--- src/design/ctl_pkg.sv ---
// Package of the command token lexer: widths, codes, result types and byte classes.
`timescale 1ns / 1ps

package ctl_pkg;

    localparam int OFFSET_BITS = 16;
    localparam int FIELD_W     = 16;
    localparam int KIND_W      = 2;
    localparam int TDATA_IN_W  = 8;
    localparam int TDATA_OUT_W = 40;
    localparam int QDEPTH      = 4;
    localparam int QPTR_W      = $clog2(QDEPTH);

    typedef logic [OFFSET_BITS-1:0] t_cnt;
    typedef logic [KIND_W-1:0]      t_kind;

    localparam t_kind KIND_NUM = 2'd0;
    localparam t_kind KIND_SYM = 2'd1;
    localparam t_kind KIND_STR = 2'd2;
    localparam t_kind KIND_LF  = 2'd3;

    localparam logic [7:0] CH_LF    = 8'h0A;
    localparam logic [7:0] CH_SPACE = 8'h20;
    localparam logic [7:0] CH_QUOTE = 8'h22;
    localparam logic [7:0] CH_PLUS  = 8'h2B;
    localparam logic [7:0] CH_MINUS = 8'h2D;
    localparam logic [7:0] CH_DOT   = 8'h2E;
    localparam logic [7:0] CH_ZERO  = 8'h30;
    localparam logic [7:0] CH_NINE  = 8'h39;

    // One result word as it leaves the block.
    typedef struct packed {
        t_kind             kind;
        logic              space;
        logic [FIELD_W-1:0] start;
        logic [FIELD_W-1:0] len;
        logic              last;
    } t_tok;

    // Up to two words written into the output queue in one cycle.
    typedef struct packed {
        logic [1:0] count;
        t_tok       w0;
        t_tok       w1;
    } t_push;

    function automatic logic is_num(input logic [7:0] ch);
        return ((ch >= CH_ZERO) && (ch <= CH_NINE)) || (ch == CH_DOT);
    endfunction

    // Single-byte symbols: , @ ~ ^ / $ & ' ! # % + * = [ { ] } \ | < > ` - :
    function automatic logic is_sym(input logic [7:0] ch);
        logic hit;
        hit = 1'b0;
        case (ch) inside
            8'h2C, 8'h40, 8'h7E, 8'h5E, 8'h2F, 8'h24, 8'h26, 8'h27, 8'h21,
            8'h23, 8'h25, 8'h2B, 8'h2A, 8'h3D, 8'h5B, 8'h7B, 8'h5D, 8'h7D,
            8'h5C, 8'h7C, 8'h3C, 8'h3E, 8'h60, 8'h2D, 8'h3A: hit = 1'b1;
            default: hit = 1'b0;
        endcase
        return hit;
    endfunction

    // Bytes that end an unquoted string: space , @ ~ ^ / $ & " ' ! # % + * =
    // [ { ] } \ | < > ` and line feed.
    function automatic logic is_end(input logic [7:0] ch);
        logic hit;
        hit = 1'b0;
        case (ch) inside
            8'h20, 8'h2C, 8'h40, 8'h7E, 8'h5E, 8'h2F, 8'h24, 8'h26, 8'h22,
            8'h27, 8'h21, 8'h23, 8'h25, 8'h2B, 8'h2A, 8'h3D, 8'h5B, 8'h7B,
            8'h5D, 8'h7D, 8'h5C, 8'h7C, 8'h3C, 8'h3E, 8'h60, 8'h0A: hit = 1'b1;
            default: hit = 1'b0;
        endcase
        return hit;
    endfunction

    function automatic t_cnt sat_inc(input t_cnt v);
        return (v == {OFFSET_BITS{1'b1}}) ? v : t_cnt'(v + 1'b1);
    endfunction

    // Limit a counter to the largest value of a 16-bit field.
    function automatic logic [FIELD_W-1:0] clamp_field(input t_cnt v);
        logic [32:0] wide;
        wide = 33'(v);
        return (wide > 33'(16'hFFFF)) ? {FIELD_W{1'b1}} : FIELD_W'(v);
    endfunction

endpackage

--- src/design/ctl_lex.sv ---
// Lexer state registers and the per-byte step that produces up to two tokens.
`timescale 1ns / 1ps

module ctl_lex (
    input  logic            i_clk,
    input  logic            i_rst_n,
    input  logic            i_advance,
    input  logic [7:0]      i_char,
    input  logic            i_last,
    output ctl_pkg::t_push  o_push
);
    import ctl_pkg::*;

    localparam logic [2:0] MODE_IDLE = 3'd0;
    localparam logic [2:0] MODE_SIGN = 3'd1;
    localparam logic [2:0] MODE_NUM  = 3'd2;
    localparam logic [2:0] MODE_UNQ  = 3'd3;
    localparam logic [2:0] MODE_QUO  = 3'd4;

    logic [2:0] r_mode, n_mode;
    t_cnt       r_boff, n_boff;
    t_cnt       r_tstart, n_tstart;
    t_cnt       r_tlen, n_tlen;
    logic       r_sseen, n_sseen;
    logic       r_tsflag, n_tsflag;

    logic       c_num, c_end, c_sym;
    logic       cont, fresh;
    logic       emit_a, emit_b;
    t_kind      kind_a, kind_b;
    logic [2:0] mode1;
    t_cnt       start1, len1;
    logic       sseen1, flag1;
    t_tok       tok_a, tok_b;

    always_comb begin
        c_num = is_num(i_char);
        c_end = is_end(i_char);
        c_sym = is_sym(i_char);

        // First phase: does the open token continue, end, or is there none?
        cont   = 1'b0;
        fresh  = 1'b0;
        emit_a = 1'b0;
        kind_a = KIND_STR;
        unique case (r_mode)
            MODE_SIGN: begin
                cont   = c_num;
                emit_a = !c_num;
                kind_a = KIND_SYM;
            end
            MODE_NUM: begin
                cont   = c_num;
                emit_a = !c_num;
                kind_a = KIND_NUM;
            end
            MODE_UNQ: begin
                cont   = !c_end;
                emit_a = c_end;
                kind_a = KIND_STR;
            end
            MODE_QUO: begin
                cont   = 1'b1;
                emit_a = (i_char == CH_QUOTE);
                kind_a = KIND_STR;
            end
            default: begin
                cont = 1'b0;
            end
        endcase
        fresh = !cont;

        mode1  = r_mode;
        start1 = r_tstart;
        len1   = r_tlen;
        sseen1 = r_sseen;
        flag1  = r_tsflag;
        emit_b = 1'b0;
        kind_b = KIND_SYM;

        if (cont) begin
            len1 = sat_inc(r_tlen);
            if (r_mode == MODE_SIGN) begin
                mode1 = MODE_NUM;
            end else if ((r_mode == MODE_QUO) && (i_char == CH_QUOTE)) begin
                mode1 = MODE_IDLE;
            end
        end else if (fresh) begin
            mode1 = MODE_IDLE;
            if (i_char == CH_SPACE) begin
                sseen1 = 1'b1;
            end else begin
                flag1  = r_sseen;
                sseen1 = 1'b0;
                start1 = r_boff;
                len1   = t_cnt'(1);
                if (i_char == CH_LF) begin
                    emit_b = 1'b1;
                    kind_b = KIND_LF;
                end else if (c_num) begin
                    mode1 = MODE_NUM;
                end else if ((i_char == CH_PLUS) || (i_char == CH_MINUS)) begin
                    mode1 = MODE_SIGN;
                end else if (c_sym) begin
                    emit_b = 1'b1;
                    kind_b = KIND_SYM;
                end else if (i_char == CH_QUOTE) begin
                    mode1 = MODE_QUO;
                end else begin
                    mode1 = MODE_UNQ;
                end
            end
        end

        // End of text flushes whatever token is still open.
        if (i_last) begin
            unique case (mode1) inside
                MODE_SIGN: begin
                    emit_b = 1'b1;
                    kind_b = KIND_SYM;
                end
                MODE_NUM: begin
                    emit_b = 1'b1;
                    kind_b = KIND_NUM;
                end
                MODE_UNQ, MODE_QUO: begin
                    emit_b = 1'b1;
                    kind_b = KIND_STR;
                end
                default: begin
                    emit_b = emit_b;
                end
            endcase
        end

        tok_a.kind  = kind_a;
        tok_a.space = r_tsflag;
        tok_a.start = clamp_field(r_tstart);
        tok_a.len   = clamp_field(len1);
        tok_a.last  = !emit_b;
        // The ending token keeps its own length unless the quote closed it.
        if (r_mode != MODE_QUO) begin
            tok_a.len = clamp_field(r_tlen);
        end

        tok_b.kind  = kind_b;
        tok_b.space = flag1;
        tok_b.start = clamp_field(start1);
        tok_b.len   = clamp_field(len1);
        tok_b.last  = 1'b1;

        o_push.count = 2'(emit_a) + 2'(emit_b);
        o_push.w0    = emit_a ? tok_a : tok_b;
        o_push.w1    = tok_b;
        if (!i_advance) begin
            o_push.count = 2'd0;
        end

        if (i_last) begin
            n_mode   = MODE_IDLE;
            n_boff   = '0;
            n_tstart = '0;
            n_tlen   = '0;
            n_sseen  = 1'b0;
            n_tsflag = 1'b0;
        end else begin
            n_mode   = mode1;
            n_boff   = sat_inc(r_boff);
            n_tstart = start1;
            n_tlen   = len1;
            n_sseen  = sseen1;
            n_tsflag = flag1;
        end
    end

    always_ff @(posedge i_clk) begin
        if (!i_rst_n) begin
            r_mode   <= MODE_IDLE;
            r_boff   <= '0;
            r_tstart <= '0;
            r_tlen   <= '0;
            r_sseen  <= 1'b0;
            r_tsflag <= 1'b0;
        end else if (i_advance) begin
            r_mode   <= n_mode;
            r_boff   <= n_boff;
            r_tstart <= n_tstart;
            r_tlen   <= n_tlen;
            r_sseen  <= n_sseen;
            r_tsflag <= n_tsflag;
        end
    end

endmodule

--- src/design/ctl_outq.sv ---
// Small output queue that takes up to two result words per cycle and gives one while the reader is ready.
`timescale 1ns / 1ps

module ctl_outq (
    input  logic           i_clk,
    input  logic           i_rst_n,
    input  ctl_pkg::t_push i_push,
    output logic           o_room,
    output logic           o_valid,
    input  logic           i_ready,
    output ctl_pkg::t_tok  o_word
);
    import ctl_pkg::*;

    t_tok                r_mem [QDEPTH];
    logic [QPTR_W-1:0]   r_wp, n_wp;
    logic [QPTR_W-1:0]   r_rp, n_rp;
    logic [QPTR_W:0]     r_count, n_count;
    logic                pop;
    logic [QPTR_W-1:0]   wp1;

    always_comb begin
        pop     = (r_count != '0) && i_ready;
        wp1     = r_wp + 1'b1;
        n_wp    = r_wp + QPTR_W'(i_push.count);
        n_rp    = pop ? QPTR_W'(r_rp + 1'b1) : r_rp;
        n_count = r_count + (QPTR_W + 1)'(i_push.count) - (QPTR_W + 1)'(pop);
        o_valid = (r_count != '0);
        o_room  = (r_count <= (QPTR_W + 1)'(QDEPTH - 2));
        o_word  = r_mem[r_rp];
    end

    always_ff @(posedge i_clk) begin
        if (!i_rst_n) begin
            r_wp    <= '0;
            r_rp    <= '0;
            r_count <= '0;
        end else begin
            r_wp    <= n_wp;
            r_rp    <= n_rp;
            r_count <= n_count;
        end
    end

    always_ff @(posedge i_clk) begin
        if (i_push.count != 2'd0) begin
            r_mem[r_wp] <= i_push.w0;
        end
        if (i_push.count == 2'd2) begin
            r_mem[wp1] <= i_push.w1;
        end
    end

endmodule

--- src/design/command_token_lexer_core.sv ---
// Top level of the command token lexer: input register, lexer step and output queue.
`timescale 1ns / 1ps

// Command token lexer. Bytes of a command text arrive one per word on the slave
// stream, with tlast on the final byte of a text; tokens leave on the master
// stream, one token per word, with tlast set on the final token caused by a given
// byte. A token is a number (optional sign, then digits and dots), a one-byte
// symbol, a line feed, or a string (quoted, quotes included, or unquoted up to an
// end byte). Each token carries its kind, a flag for spaces before it, its start
// offset within the text and its length; offsets and lengths stop at 65535. A byte
// is taken every cycle while the queue has room: it waits in the input register,
// the lexer step updates the mode machine and writes zero, one or two tokens into
// a four-word queue, and the queue offers the first token from the edge that
// writes it. The master port drains one token per cycle while the receiver is
// ready, so a byte that both closes one token and produces another puts two words
// in the queue; a text whose bytes mostly do that runs at the output rate, one
// token per cycle, and the slave side stalls only when the queue holds more than
// two words. The end of a text returns all state to reset, so the next byte
// begins a new text at offset zero.

module command_token_lexer_core (
    input  logic                            i_clk,
    input  logic                            i_rst_n,
    // Slave stream: tdata = char_byte[7:0]; tlast = end_of_text.
    input  logic                            i_s_axis_tvalid,
    output logic                            o_s_axis_tready,
    input  logic [ctl_pkg::TDATA_IN_W-1:0]  i_s_axis_tdata,
    input  logic                            i_s_axis_tlast,
    // Master stream: tdata = space_before[0], start_offset[16:1],
    // token_length[32:17], zero fill [39:33]; tuser = token_kind[1:0];
    // tlast = last_of_run.
    output logic                            o_m_axis_tvalid,
    input  logic                            i_m_axis_tready,
    output logic [ctl_pkg::TDATA_OUT_W-1:0] o_m_axis_tdata,
    output logic [ctl_pkg::KIND_W-1:0]      o_m_axis_tuser,
    output logic                            o_m_axis_tlast
);
    import ctl_pkg::*;

    logic       r_in_valid, n_in_valid;
    logic [7:0] r_in_char;
    logic       r_in_last;
    logic       q_room;
    logic       advance;
    logic       take;
    t_push      push;
    t_tok       word;

    // The byte in the input register moves on whenever the queue can take two
    // words, which keeps the two handshakes free of any combinational path.
    assign advance         = r_in_valid && q_room;
    assign o_s_axis_tready = !r_in_valid || q_room;
    assign take            = i_s_axis_tvalid && o_s_axis_tready;

    always_comb begin
        n_in_valid = r_in_valid;
        if (take) begin
            n_in_valid = 1'b1;
        end else if (advance) begin
            n_in_valid = 1'b0;
        end
    end

    always_ff @(posedge i_clk) begin
        if (!i_rst_n) begin
            r_in_valid <= 1'b0;
        end else begin
            r_in_valid <= n_in_valid;
        end
    end

    always_ff @(posedge i_clk) begin
        if (take) begin
            r_in_char <= i_s_axis_tdata;
            r_in_last <= i_s_axis_tlast;
        end
    end

    ctl_lex u_lex (
        .i_clk     (i_clk),
        .i_rst_n   (i_rst_n),
        .i_advance (advance),
        .i_char    (r_in_char),
        .i_last    (r_in_last),
        .o_push    (push)
    );

    ctl_outq u_outq (
        .i_clk   (i_clk),
        .i_rst_n (i_rst_n),
        .i_push  (push),
        .o_room  (q_room),
        .o_valid (o_m_axis_tvalid),
        .i_ready (i_m_axis_tready),
        .o_word  (word)
    );

    assign o_m_axis_tdata = {(TDATA_OUT_W - 2 * FIELD_W - 1)'(0), word.len, word.start,
                             word.space};
    assign o_m_axis_tuser = word.kind;
    assign o_m_axis_tlast = word.last;

endmodule

--- config.mk ---
export PLATFORM = sky130hd
export DESIGN_NAME = command_token_lexer_core
export DESIGN_NICKNAME = d
export VERILOG_FILES = /design/src/design/ctl_pkg.sv /design/src/design/ctl_lex.sv /design/src/design/ctl_outq.sv /design/src/design/command_token_lexer_core.sv
export SDC_FILE = /design/constraint.sdc
export NUM_CORES = 1
export LEC_CHECK = 0
export BUFFER_PORTS_ARGS = -buffer_cell sky130_fd_sc_hd__buf_2
export CORE_MARGIN = 2
export CORE_UTILIZATION = 46
export DETAILED_ROUTE_END_ITERATION = 10
export GPL_ROUTABILITY_DRIVEN = 0
export PLACE_DENSITY = 0.67
export SLEW_MARGIN = 20
export SYNTH_ARGS = -nofsm -noshare
export SYNTH_HDL_FRONTEND = slang
export SYNTH_SLANG_ARGS = --single-unit
--- constraint.sdc ---
create_clock -name i_clk -period 9.8 [get_ports i_clk]
set_input_delay 1.47 -clock i_clk [delete_from_list [all_inputs] [get_ports i_clk]]
set_output_delay 1.47 -clock i_clk [all_outputs]
set_load 0.03 [all_outputs]
==> run summary <==
Status - completed
Root Driver - clkbuf_16
Area Overhead vs Synth - 8.961%
Drt via density - 6.479
Overall global routing resource usage - 23.03%
Die Wd - 162.9 um
Worst-path clk slew - 0.06 ns
Netlist cell types - 84
Post-route ant nets - 0
Register bit total from synthesis - 216
Final hold viol count - 0
F_max - 0.1765 GHz
Starting density of the core - 46.53%
CTS Hold Bufs - 0
Mean routed wirelength per cell - 21.99 um
Drt total wl - 30550 um
P_leak - 3.976 nW
Num Clock Sinks - 216
CTS tree - done
Core ar. - 24960 sq um
First-pass GRT wire length - 47690 um
Worst path bufs/invs - 1
Post-CTS Setup Bufs - 0
Clock skew - 0.01060 ns
Max-slew violations - 0
Maxcap violations - 0
Max clock buf depth - 3
Post-DP HPWL - 19170 um
Via count - 9000
Tightest Hold Check Type - reg -> reg
GRT Residual Overflow - 0
Drc violations - 0
Fin Hold WS - 0.4594 ns
Crit path kind - reg -> reg
Rows - 58
Placed instance count - 1349
TritonRoute pass-1 iters - 8
Initial antenna violation count - 1
Share of cells above drive strength 1 - 16.05%
NumNets Final - 1065
Slew @ Worst Pin - 1.119 ns
Maximum VDD drop - 0.1293 mV
CTS Buf Count - 23
Max incr delay on CP - 0.71 ns
Avg Inst Size Synth - 11.02 sq um
Final cycle utilization of the critical path - 57.82%
Synth warn - 0
Multi-input logic area - 5273 sq um
Die area - 26540 sq um
Delay-heaviest family, CP - compound AO/OA/AOI/OAI gates
Worst-Skew Late Latency - 0.51 ns
Crit path DAT - 5.92 ns
Largest net degree at the start of global routing - 58
RSZ-0062 raised after global routing - false
Slew HR - 25.13%
DR iter-0 viols - 1156
Crit. End Element - flop
Die height - 162.9 um
Syn Inst Count - 1054
Critical-path cell list - or4_1, a211o_1, o211ai_2, nor3_2, nor3_4, buf_4, a21o_1, ha_1, o21ai_1, nor2_1, nand2_1, nand2_2, a22o_1, a32o_1
Finished Layout Cells - 1389
Crit path max fanout - 51
Mapped Area - 11620 sq um
Ports - 58
Slowest cell on crit path - a22o_1
Total negative slack - 0 ns
Number of global-route vias before repair - 8313
H-tree depth - 1
Synth async-reset ratio - 0%
Final setup viols - 0
Worst EP required - 10.06 ns
Post-cts sizing count - 0
Total area of sequential cells - 5821 sq um
Power per Cell Area - 194.2 nW/um^2
Buffers on Ports - 50
Top FF cell, synth - edfxtp_1
Post-synth EDFFs - 149
Diode count - 0
Filler instances - 2245
Final Critical Period - 5.666 ns
Post-synthesis sequential area ratio - 50.06%
CP Launch Type - flop
where the power goes:
part	switching [mW]	internal, mW
combinational	0.356	0.202
clock	0.349	0.491
sequential	0.0424	1.02
total	0.747	1.71
routing by layer:
layer / vias to the layer above / wire, um / global-route usage, %
met5: - / 13 / 0
met4: 2 / 789 / 7.241
met3: 57 / 2717 / 3.845
met2: 495 / 13770 / 35.25
met1: 4366 / 13260 / 33.55
li1: 4080 / - / -
cells in the mapped netlist, drive strengths merged, types with 24 or more instances:
cell type	number	area share [%]
nor2b	26	1.4
nand3	26	1.1
nor2	56	1.8
a31oi	27	1.5
o21ai	62	2.8
nand2	93	3.0
mux4	36	7.0
edfxtp	149	39
clkbuf	64	2.1
a21oi	58	2.6
a32o	69	5.9
buf	43	2.2
and2	24	1.3
dfxtp	67	12
area by class of cell:
class,count,area share [%]
sequential,216,45.99
multi-input combinational,719,41.66
clock buffer,30,4.834
tap,330,3.262
timing repair buffer,66,2.926
clock inverter,10,0.8007
inverter,18,0.5338
state kept, by name, indices dropped and copies added (netlist names), named ones only:
signal          count
u_lex.r_tsflag      1
u_lex.r_tlen       16
u_outq.r_mem      144
u_lex.r_tstart     16
r_in_last           1
u_lex.r_sseen       1
u_lex.r_boff       16
u_lex.r_mode        3
u_outq.r_wp         2
r_in_valid          1
u_outq.r_rp         2
r_in_char           8
u_outq.r_count      3
worst reg2reg max path: cells and delay by family, from the launching register on:
family / cells / cell delay (ns)
buf+inv: 1 / 0.50
fa+ha+maj: 1 / 0.31
compound gates: 6 / 2.09
flops: 1 / 0.62
simple gates: 6 / 1.91
through the flow:
step,setup WS (ns),power (mW),utilization [%],instance area (sq um)
detailed placement,4.214,1.640,47.81,11940
floorplan,4.603,1.492,-,11640
CTS,4.191,2.476,50.67,12650
finish,4.134,2.458,50.70,12660
global placement,4.386,1.635,47.81,11940
global route,3.738,2.557,50.70,12660
final timing paths:
kind,from,endpoint,slack [ns],depth (start not counted)
worst max-delay path,r_in_char[2],u_outq.r_mem[2][29],4.13,14
worst min-delay path,u_outq.r_mem[3][0],u_outq.r_mem[3][0],0.46,1
worst max register to register,r_in_char[2],u_outq.r_mem[2][29],4.13,14
worst min register to register,u_outq.r_mem[3][0],u_outq.r_mem[3][0],0.46,1
placed cells by master (no fill, tap or decap), types with 13 or more instances in the layout:
cell type,count
o21ai_0,44
xnor2_1,17
mux4_2,36
dfxtp_1,65
and2_1,24
a21oi_1,56
a32oi_1,17
a32o_1,69
nand2_1,90
inv_1,17
a22o_1,20
nor2_1,55
edfxtp_1,149
a31oi_1,27
o21ai_1,13
nor2b_1,26
nand3_1,26
nor3_1,20
clkbuf_16,23
buf_4,16
buf_2,50
cells by family (layout without fill, tap and decap cells):
group                      Yosys count  in the layout  synth area share (%)
adders and majority gates            9              9                 1.012
and+or+nand+nor                    313            313                 13.68
buffers and inverters              125            124                 4.868
AOI/OAI and AO/OA                  326            326                 21.17
muxes                               40             40                 7.368
DFF                                216            216                 50.06
other                                1              7               0.03228
xor gates and xnor gates            24             24                 1.810
Note: power is estimated with default switching activity, not from simulation.
